$ cat src/hdl/reply_frame_checker_top_macros.svh
// assertion helpers shared by the checker modules
`ifndef REPLY_FRAME_CHECKER_TOP_MACROS_SVH
`define REPLY_FRAME_CHECKER_TOP_MACROS_SVH

// same-cycle implication, sampled on clk, off while rst_n is low
`define RFC_ASSERT_IMP(lbl, ante, cons, msg) \
  lbl: assert property (@(posedge clk) disable iff (!rst_n) (ante) |-> (cons)) \
    else $error(msg);

// next-cycle implication, sampled on clk, off while rst_n is low
`define RFC_ASSERT_NXT(lbl, ante, cons, msg) \
  lbl: assert property (@(posedge clk) disable iff (!rst_n) (ante) |=> (cons)) \
    else $error(msg);

`endif

$ cat src/hdl/rfc_pkg.sv
package rfc_pkg;

  // longest frame kept, later bytes are dropped
  localparam int MAX_FRAME = 256;
  localparam int CNT_W     = $clog2(MAX_FRAME + 1);

  localparam logic [7:0] START_BYTE = 8'h06;
  localparam logic [7:0] SUM_GOOD   = 8'hFF;
  localparam logic [7:0] HDR_BYTES  = 8'd6;

  // header byte positions
  localparam logic [CNT_W-1:0] IDX_START  = CNT_W'(0);
  localparam logic [CNT_W-1:0] IDX_CMD    = CNT_W'(1);
  localparam logic [CNT_W-1:0] IDX_LEN    = CNT_W'(2);
  localparam logic [CNT_W-1:0] IDX_ONE    = CNT_W'(3);
  localparam logic [CNT_W-1:0] IDX_NZ     = CNT_W'(4);
  localparam logic [CNT_W-1:0] IDX_HOLD   = CNT_W'(5);
  localparam logic [CNT_W-1:0] IDX_EMIT   = CNT_W'(6);

  typedef enum logic [1:0] {
    ST_OK       = 2'd0,
    ST_NO_REPLY = 2'd1,
    ST_BAD_SUM  = 2'd2,
    ST_BAD_HDR  = 2'd3
  } status_t;

  // one input item
  typedef struct packed {
    logic [7:0] rx_byte;
    logic       frame_end;
  } item_t;

  // result of one item, has_result low when the item gives none
  typedef struct packed {
    logic       has_result;
    logic       is_status;
    logic [7:0] payload_byte;
    status_t    frame_status;
    logic [7:0] payload_length;
  } result_t;

endpackage

$ cat src/hdl/rfc_frame_eval.sv
`include "reply_frame_checker_top_macros.svh"

module rfc_frame_eval (
  input  logic                clk,
  input  logic                rst_n,
  input  logic                fire,
  input  rfc_pkg::item_t      item,
  input  logic [7:0]          expected_command,
  output rfc_pkg::result_t    res
);

  logic [rfc_pkg::CNT_W-1:0] count_r, count_nxt;
  logic [7:0]                sum_r, sum_nxt;
  logic [7:0]                len_r, len_nxt;
  logic                      hdr_ok_r, hdr_ok_nxt;
  logic [7:0]                held_r, held_nxt;
  logic [7:0]                sum_add;
  logic                      len_match;

  assign sum_add   = sum_r + item.rx_byte;
  assign len_match = ({1'b0, len_r} == count_r);

  // per-item frame update and result
  always_comb begin
    count_nxt  = count_r;
    sum_nxt    = sum_r;
    len_nxt    = len_r;
    hdr_ok_nxt = hdr_ok_r;
    held_nxt   = held_r;
    res        = '0;
    if (item.frame_end) begin
      res.has_result = 1'b1;
      res.is_status  = 1'b1;
      priority if (count_r == '0) begin
        res.frame_status = rfc_pkg::ST_NO_REPLY;
      end else if (sum_r != rfc_pkg::SUM_GOOD) begin
        res.frame_status = rfc_pkg::ST_BAD_SUM;
      end else if (!hdr_ok_r || count_r < rfc_pkg::CNT_W'(rfc_pkg::HDR_BYTES) ||
                   !len_match) begin
        res.frame_status = rfc_pkg::ST_BAD_HDR;
      end else begin
        res.frame_status   = rfc_pkg::ST_OK;
        res.payload_length = count_r[7:0] - rfc_pkg::HDR_BYTES;
      end
      // back to an empty frame
      count_nxt  = '0;
      sum_nxt    = '0;
      len_nxt    = '0;
      hdr_ok_nxt = 1'b1;
      held_nxt   = '0;
    end else if (count_r < rfc_pkg::CNT_W'(rfc_pkg::MAX_FRAME)) begin
      sum_nxt = sum_add;
      unique case (count_r)
        rfc_pkg::IDX_START: begin
          if (item.rx_byte != rfc_pkg::START_BYTE) hdr_ok_nxt = 1'b0;
        end
        rfc_pkg::IDX_CMD: begin
          if (item.rx_byte != expected_command) hdr_ok_nxt = 1'b0;
        end
        rfc_pkg::IDX_LEN: begin
          len_nxt = item.rx_byte;
        end
        rfc_pkg::IDX_ONE: begin
          if (item.rx_byte != 8'd1) hdr_ok_nxt = 1'b0;
        end
        rfc_pkg::IDX_NZ: begin
          if (item.rx_byte == 8'd0) hdr_ok_nxt = 1'b0;
        end
        default: begin
        end
      endcase
      // previous held byte goes out one byte late
      if (count_r >= rfc_pkg::IDX_EMIT) begin
        res.has_result   = 1'b1;
        res.payload_byte = held_r;
      end
      if (count_r >= rfc_pkg::IDX_HOLD) held_nxt = item.rx_byte;
      count_nxt = count_r + 1'b1;
    end
  end

  // frame state
  always_ff @(posedge clk) begin
    if (!rst_n) begin
      count_r  <= '0;
      sum_r    <= '0;
      len_r    <= '0;
      hdr_ok_r <= 1'b1;
      held_r   <= '0;
    end else if (fire) begin
      count_r  <= count_nxt;
      sum_r    <= sum_nxt;
      len_r    <= len_nxt;
      hdr_ok_r <= hdr_ok_nxt;
      held_r   <= held_nxt;
    end
  end

  `RFC_ASSERT_NXT(a_end_clears, fire && item.frame_end, count_r == '0, "frame not cleared")
  `RFC_ASSERT_IMP(a_count_cap, 1'b1, count_r <= rfc_pkg::CNT_W'(rfc_pkg::MAX_FRAME), "count overflow")
  `RFC_ASSERT_IMP(a_payload_pos, res.has_result && !res.is_status, count_r >= rfc_pkg::IDX_EMIT && count_r < rfc_pkg::CNT_W'(rfc_pkg::MAX_FRAME), "payload out of place")

endmodule

$ cat src/hdl/rfc_out_reg.sv
module rfc_out_reg (
  input  logic              clk,
  input  logic              rst_n,
  input  logic              load,
  input  rfc_pkg::result_t  res,
  input  logic              out_tready,
  output logic              out_valid,
  output logic              adv_ok,
  output rfc_pkg::result_t  out_res
);

  logic             valid_r;
  rfc_pkg::result_t res_r;

  // the slot is free when empty or being taken this cycle
  assign adv_ok    = !valid_r || out_tready;
  assign out_valid = valid_r;
  assign out_res   = res_r;

  // result valid flag
  always_ff @(posedge clk) begin
    if (!rst_n) begin
      valid_r <= 1'b0;
    end else if (load && res.has_result) begin
      valid_r <= 1'b1;
    end else if (out_tready) begin
      valid_r <= 1'b0;
    end
  end

  // result payload
  always_ff @(posedge clk) begin
    if (load && res.has_result) begin
      res_r <= res;
    end
  end

endmodule

$ cat src/hdl/reply_frame_checker_top.sv
// reply frame checker
// in_*: one received byte per item, in_tdata = rx_byte; in_tlast high marks
//   the read timeout that closes the frame (in_tdata ignored then).
// out_*: out_tuser low = payload byte, high = end-of-frame status item.
//   Payload bytes come one byte late: the sixth byte goes out when the seventh
//   arrives, and so on, so the checksum byte is never passed out.
// cfg_*: writes the command byte the reply must echo; write only while idle.
// Path: an accepted item goes into the input register; when it advances, its
//   result, if it gives one, is loaded into the result register, from which
//   it is offered.
// Throughput: one item per cycle unless stalled; the frame state update (8-bit
//   sum, count, header compares) is one short stage between the two registers.
// Stall: while a waiting result is not taken, the result register holds, the
//   input register still takes one more item if empty, then in_tready drops
//   until the result is taken.
// Reset: rst_n low clears both valid flags, the frame state (empty frame,
//   header good) and the expected command to zero.
`include "reply_frame_checker_top_macros.svh"

module reply_frame_checker_top (
  input  logic        clk,
  input  logic        rst_n,
  input  logic        in_tvalid,
  output logic        in_tready,
  input  logic [7:0]  in_tdata,    // [7:0] rx_byte
  input  logic        in_tlast,    // frame_end
  output logic        out_tvalid,
  input  logic        out_tready,
  output logic [23:0] out_tdata,   // [7:0] payload_byte, [9:8] frame_status,
                                   // [17:10] payload_length, [23:18] zero
  output logic        out_tuser,   // is_status
  input  logic        cfg_valid,
  output logic        cfg_ready,
  input  logic [7:0]  cfg_data     // expected_command
);

  logic             in_valid_r;
  rfc_pkg::item_t   item_r;
  logic [7:0]       exp_cmd_r;
  logic             fire;
  logic             adv_ok;
  rfc_pkg::result_t res;
  rfc_pkg::result_t out_res;

  assign cfg_ready = 1'b1;
  assign fire      = in_valid_r && adv_ok;
  assign in_tready = !in_valid_r || adv_ok;

  // configuration register
  always_ff @(posedge clk) begin
    if (!rst_n) begin
      exp_cmd_r <= '0;
    end else if (cfg_valid && cfg_ready) begin
      exp_cmd_r <= cfg_data;
    end
  end

  // input register
  always_ff @(posedge clk) begin
    if (!rst_n) begin
      in_valid_r <= 1'b0;
    end else if (in_tvalid && in_tready) begin
      in_valid_r <= 1'b1;
    end else if (fire) begin
      in_valid_r <= 1'b0;
    end
  end

  always_ff @(posedge clk) begin
    if (in_tvalid && in_tready) begin
      item_r.rx_byte   <= in_tdata;
      item_r.frame_end <= in_tlast;
    end
  end

  rfc_frame_eval u_eval (
    .clk              (clk),
    .rst_n            (rst_n),
    .fire             (fire),
    .item             (item_r),
    .expected_command (exp_cmd_r),
    .res              (res)
  );

  rfc_out_reg u_out (
    .clk        (clk),
    .rst_n      (rst_n),
    .load       (fire),
    .res        (res),
    .out_tready (out_tready),
    .out_valid  (out_tvalid),
    .adv_ok     (adv_ok),
    .out_res    (out_res)
  );

  // result packing
  assign out_tuser = out_res.is_status;
  assign out_tdata = {6'd0, out_res.payload_length, out_res.frame_status,
                      out_res.payload_byte};

  `RFC_ASSERT_NXT(a_hold_input, in_valid_r && !fire, in_valid_r, "input item lost")
  `RFC_ASSERT_NXT(a_out_hold, out_tvalid && !out_tready, out_tvalid,
                  "result item dropped while stalled")
  `RFC_ASSERT_IMP(a_len_only_ok,
                  out_tvalid && (!out_tuser || out_res.frame_status != rfc_pkg::ST_OK),
                  out_res.payload_length == 8'd0, "length on non-ok item")

endmodule
$ cat config.mk
export PLATFORM = sky130hd
export DESIGN_NAME = reply_frame_checker_top
export DESIGN_NICKNAME = d
export VERILOG_FILES = /design/src/hdl/rfc_pkg.sv /design/src/hdl/rfc_frame_eval.sv /design/src/hdl/rfc_out_reg.sv /design/src/hdl/reply_frame_checker_top.sv
export VERILOG_INCLUDE_DIRS = /design/src /design/src/hdl
export SDC_FILE = /design/constraint.sdc
export NUM_CORES = 1
export LEC_CHECK = 0
export BUFFER_PORTS_ARGS = -buffer_cell sky130_fd_sc_hd__buf_2
export CAP_MARGIN = 30
export CORE_UTILIZATION = 25
export DETAILED_ROUTE_END_ITERATION = 8
export PLACE_DENSITY = 0.44
export SLEW_MARGIN = 15
export SYNTH_ARGS = -nofsm -noshare
export SYNTH_HDL_FRONTEND = slang
export SYNTH_SLANG_ARGS = --single-unit
$ cat constraint.sdc
create_clock -name clk -period 2.6 [get_ports clk]
set_input_delay 0.13 -clock clk [delete_from_list [all_inputs] [get_ports clk]]
set_output_delay 0.13 -clock clk [all_outputs]
set_load 0.01 [all_outputs]
======== Yosys cells after proc, flatten, opt, wreduce, memory -nomap -nowiden ========
Index checks and enable logic that the tools add are counted.
operators by class
  $add $sub $neg .......................... 3
  $lt $le $gt $ge ......................... 4
  eq/ne operators ......................... 13
  mux-type cells .......................... 28
  bitwise gates (word level) .............. 3
  reductions and logical operators ........ 26
operators by type and width
  kind                   count
  $mux W8                8
  $eq A9 B2 Y1 const B   2
  $ge A9 B3 Y1 const B   2
  $mux W9                2
  $mux W1                15
  $reduce_bool A2 Y1     5
  $add A9 B1 Y9 const B  1
  $eq A8 B9 Y1           1
  $eq A9 B1 Y1 const B   1
  $eq A9 B3 Y1 const B   1
  $logic_not A9 Y1       1
  $lt A9 B3 Y1 const B   1
  $lt A9 B9 Y1 const B   1
  $ne A3 B2 Y1 const B   3
  $add A8 B8 Y8          1
  $logic_not A8 Y1       1
  $ne A8 B1 Y1 const B   1
  $ne A8 B3 Y1 const B   1
  $ne A8 B8 Y1           1
  $ne A8 B8 Y1 const B   1
  $sub A8 B3 Y8 const B  1
  $reduce_and A7 Y1      1
  $reduce_and A3 Y1      2
  $reduce_bool A5 Y1     1
  11 further kinds       22
storage, ports and cells
  bits in registers ....................... 72
  bits of input ports ..................... 22
  output and inout port bits .............. 28
  word-level logic and storage cells ...... 92

======== Depth between registers and ports, before layout ========
  word-level depth ........................ 6
  mapped depth ............................ 8
  depth with buffers taken out ............ 7

======== Modules after synthesis ========
A second synthesis with hierarchy kept.
unflattened totals
  cell total of the unflattened synthesis .. 317
  area, all modules ....................... 3,447.1 um^2
modules (own cells, without submodules)
  module                   times used  cells an instance  area an instance (um^2)  sequential area each (um^2)
  rfc_frame_eval           1           243                2,112.0                  680.7
  reply_frame_checker_top  1           49                 681.9                    450.4
  rfc_out_reg              1           25                 653.1                    620.6

======== Worst setup path after synthesis ========
Ideal clock, no wire load.
  path kind ............................... register -> register
  from .................................... register u_eval.count_r[1] (netlist name)
  to ...................................... register u_out.res_r, in the netlist u_out.out_res[0], enable pin
  library setup time ...................... 0.396 ns
  arrival ................................. 1.820 ns
  data required time ...................... 2.204 ns
  path slack .............................. 0.384 ns
  cell stages (with the launch flop) ...... 6
  path buffers ............................ 0
  clock period less this slack ............ 2.216 ns
  cells stage by stage .................... dfxtp_1 -> ha_1 -> nor3_2 -> a21oi_1 -> nor2_1 -> nor2_1
between the ends
  cells in the longest elaborated chain, start to end .. 5
  elaborated cells on any way between the ends .. 6
  classes of those cells .................. 2 x order compare; 3 x mux; 1 x reduce/logical
RTL lines
  element                   line                  source
  start: declaration        rfc_frame_eval.sv:12  logic [rfc_pkg::CNT_W-1:0] count_r, count_nxt;
  start signal: assignment  rfc_frame_eval.sv:91  count_r <= count_nxt;
  $ge A9 B3 Y1              rfc_frame_eval.sv:73  if (count_r >= rfc_pkg::IDX_EMIT) begin
  $mux W1                   rfc_frame_eval.sv:73
  $mux W1 (*)               rfc_frame_eval.sv:51  end else if (count_r < rfc_pkg::CNT_W'(rfc_pkg::MAX_FRAME)) begin
  $mux W1 (*)               rfc_frame_eval.sv:31  if (item.frame_end) begin
  $logic_and A1 B1 Y1 (*)   rfc_out_reg.sv:33     if (load && res.has_result) begin
  end signal: assignment    rfc_out_reg.sv:34     res_r <= res;
  end: declaration          rfc_out_reg.sv:13     rfc_pkg::result_t res_r;
Every way passes the cells marked *; elsewhere a longest branch is shown, timed or not.
A chain may end at the register's enable or synchronous reset.

======== Final worst setup path ========
  from .................................... register u_eval.count_r[1] (netlist name)
  to ...................................... register u_out.res_r, in the netlist u_out.out_res[7] (data pin)
between the ends
  cells in the longest elaborated chain, start to end .. 4
  elaborated cells on any way between the ends .. 8
  classes of those cells .................. 1 x add/sub; 1 x order compare; 1 x eq/ne; 5 x reduce/logical
RTL lines
  element                                                        line                                        source
  $lt A9 B3 Y1 / $eq A8 B9 Y1 (equally long branches)            rfc_frame_eval.sv:38, rfc_frame_eval.sv:21
  $logic_or A1 B1 Y1 / $logic_not A1 Y1 (equally long branches)  rfc_frame_eval.sv:38, rfc_frame_eval.sv:39
  $logic_or A1 B1 Y1                                             rfc_frame_eval.sv:38                        end else if (!hdr_ok_r || count_r < rfc_pkg::CNT_W'(rfc_pkg::HDR_BYTES) ||
  $reduce_or A4 Y1 (no source line)                              -
Several ways; a longest one is shown, not always the timed one.

==> summary.txt <==
Critical path
  • Critical path class: reg -> reg
  • Most used cell, CP: a21oi_1
  • Highest-delay cell along the critical path: dfxtp_1
  • CP max stage delay: 0.56 ns
  • Worst Setup End Kind: flip-flop
  • CP Data Required Time: 2.78 ns
  • Worst Reg-to-Reg Cells: 6
  • CP Cell Sequence: ha_1, nor3_2, a21oi_1, nand4_1, or3_1, a21oi_1
  • Worst EP arrival: 2.33 ns
  • CP Launch Type: flip-flop
  • Max FO, Critical Path: 8

GRT
  • Initial antenna violation count: 0
  • Largest net degree at the start of global routing: 30
  • First-pass GRT wire length: 13,800 um
  • Gr ovfl total: 0
  • Total track usage: around an eighth
  • Vias in the first global route: 2,530

Floorplan
  • Num rows: 43
  • # IOs: 50
  • Initial cell density of the core: around 26%
  • Die area: ~15,000 um^2
  • Die Ht: 122 um
  • Die Width: about 120 um
  • Total core area: about 14,000 um^2

Yosys
  • Unique masters post-synth: 47
  • Yosys warns: 0
  • Synth Area in XOR/XNOR: 7.57%
  • Primary FF master, synth: dfxtp_1
  • Seq cells post-synth: 72
  • Multiplexer area fraction after synthesis: 4.74%
  • Cell count after synthesis: 350
  • Main combinational cell family by area after synthesis: simple AND/OR/NAND/NOR gates
  • Post-synth EDFFs: 28
  • Synth Area in Simple Gates: 20.4%
  • Mapped Avg Cell Area: between 10 and 15 um^2
  • Post-synthesis cell area: about 3600 um^2
  • Adder-cell share of the synthesized area: under 10%
  • Post-synthesis sequential area ratio: 48.0%
  • Async SR Flop Fraction: 0%
  • Compound-Gate Fraction of Synth Area: under 10%

Placement
  • Global placer's final weighted congestion: ~0.77
  • Inst Count DP: 560
  • Number of port buffers: between 40 and 50
  • Final HPWL DP: about 6100 um

STA
  • RSZ-0062 raised after global routing: false
  • Fmax: between 400 and 500 MHz
  • Max Slew Vio Count: 0
  • # setup viols final: 0
  • Hold Fails Final Rpt: 0
  • Fin crit period: about 2.1 ns
  • Total negative slack: 0 ns
  • Period utilization: between 80% and 90%
  • Clock skew: roughly 0.0084 ns

Layout
  • Antenna diodes: 0
  • Final cell count without fillers: roughly 590
  • Final nets: between 400 and 500
  • Syn-to-layout area delta: 23.0%
  • Layout cells sized above 1: between 10% and 20%

Routing
  • Via Count: roughly 2,600
  • Routed len/inst: around 15 um
  • 1st-iter DRT viols: 128
  • Routed WL: between 8000 and 9000 um
  • Via/cell ratio: ~4.5
  • Routed Antenna Nets: 0
  • Drc violations: 0
  • Detailed Routing Iterations Pass 1: 4

Job
  • Max_cap viols: 0

Power and ir drop
  • Leakage: around 0.0018 uW
  • Power Dens Cells: ~650 nW/um^2
  • VDD IR max: 0.000342 V

Hold path
  • Hold Crit Class: in -> reg
  • Hold path cells: 3

CTS
  • CTS tree: yes
  • CTS max path bufs: 2
  • Clock transition at path regs: approximately 0.060 ns
  • Gates resized, CTS repair: 0
  • Clock Sinks: slightly above 70
  • Total CTS buffers: 9
  • CTS H-tree lvls: 3
  • CTS root buf: clkbuf_16
  • Clk Latency, worst-skew pair: around 0.34 ns

Run status
  • Outcome: finished clean
-- placed cells by master (no fill, tap or decap), types with 7 or more instances in the layout --
cell	netlist	layout
dfxtp_1	44	44
buf_2	8	42
nor2b_1	36	36
edfxtp_1	28	28
nor2_1	27	26
nand2_1	19	19
mux2i_1	17	17
xnor2_1	17	17
xor2_1	14	14
nor3_1	13	13
ha_1	13	13
clkbuf_16	0	11
nand3_1	10	10
buf_4	7	10
a21oi_1	9	9
dlygate4sd3_1	0	9
a22o_1	8	8
and3_1	8	8
conb_1	2	7
-- what timing repair did --
| action | 4_1_cts | 5_1_grt |
|---|---|---|
| setup buffers | 0 | 0 |
| hold buffers | 9 | 0 |
| hold endpoints to repair | 9 | 0 |
-- registers in the layout, indices dropped and copies added, names as in the netlist --
| register | count |
|---|---|
| in_valid_r | 1 |
| u_eval.hdr_ok_r | 1 |
| exp_cmd_r | 8 |
| u_out.out_valid | 1 |
| u_out.out_res | 19 |
| u_eval.len_r | 8 |
| item_r | 9 |
| u_eval.count_r | 9 |
| u_eval.held_r | 8 |
| u_eval.sum_r | 8 |
-- routing by layer --
| layer | routed length (um) | global-route usage (%) | up-vias |
|---|---|---|---|
| met3 | 326 | 3.32 | 9 |
| met1 | 4230 | 16.7 | 1232 |
| li1 | - | - | 1318 |
| met5 | 0 | 0 | - |
| met4 | 140 | 4.86 | 0 |
| met2 | 3890 | 19.2 | 49 |
-- final timing paths --
| kind | startpoint | endpoint | slack [ns] |
|---|---|---|---|
| setup reg to reg | u_eval.count_r[1]$_SDFFE_PN0P_ | u_out.out_res[7]$_SDFFCE_PP0P_ | 0.46 |
| setup / recovery | u_eval.count_r[1]$_SDFFE_PN0P_ | u_out.out_res[7]$_SDFFCE_PP0P_ | 0.46 |
| hold / removal | in_tvalid | in_valid_r$_SDFFE_PN0P_ | 0.03 |
| hold reg to reg | u_eval.hdr_ok_r$_SDFFE_PN1P_ | u_eval.hdr_ok_r$_SDFFE_PN1P_ | 0.47 |
-- cells in the mapped netlist (all sizes together), types with 4 or more instances --
cell	instances	area share, %
nor2b	36	6.3
nor2	27	2.8
o211ai	4	0.84
xnor2	17	4.2
xor2	14	3.4
nand4	6	1.0
a22o	8	2.0
nand3	10	1.4
nand2	19	2.0
nor3	15	2.5
mux2i	17	4.7
and2	4	0.70
ha	13	4.5
a22oi	6	1.3
clkbuf	11	1.2
buf	16	2.9
dfxtp	44	25
a21oi	9	1.3
edfxtp	28	23
and3	8	1.4
inv	5	0.52
-- power breakdown --
part | leakage [uW] | switching [uW] | internal, uW
clock | 0.000173 | 461 | 949
sequential | 0.000613 | 35.2 | 1210
combinational | 0.000999 | 108 | 96.3
-- cells by family (layout without fill, tap and decap cells) --
family	Yosys count	after routing
simple gates	136	136
mux	17	17
compound gates	46	46
buf+inv	32	82
xor+xnor	31	31
other cells	2	7
flops	72	72
fa+ha+maj	14	14
-- per-stage QoR --
stage	setup slack (ns)	util (%)	power [uW]	instance area [um^2]	hold WS, ns
4_1_cts	0.470	31.7	2910	4410	0.0261
6_report	0.459	31.7	2860	4410	0.0323
3_5_place_dp	0.505	28.5	1470	3970	0.310
5_1_grt	0.326	31.7	2970	4410	0.0435
3_3_place_gp	0.543	28.5	1460	3970	0.312
2_1_floorplan	0.384	-	1400	3610	0.229
-- cell type report --
cell class | count | area (um^2)
timing repair buffer | 61 | 375
clock buffer | 11 | 275
multi-input combinational | 251 | 1720
inverter | 5 | 18.8
fill | 1441 | 9520
tap | 180 | 225
clock inverter | 5 | 73.8
sequential | 72 | 1720
-- worst max-delay path, delay by kind of cell, from the launching register on --
| kind | cells | cell delay (ns) |
|---|---|---|
| AO/OA/AOI/OAI | 2 | 0.37 |
| AND/OR/NAND/NOR | 3 | 0.74 |
| adder cells (fa/ha/maj) | 1 | 0.31 |
| flip-flops | 1 | 0.56 |
Power figures use the tool's default switching activity.
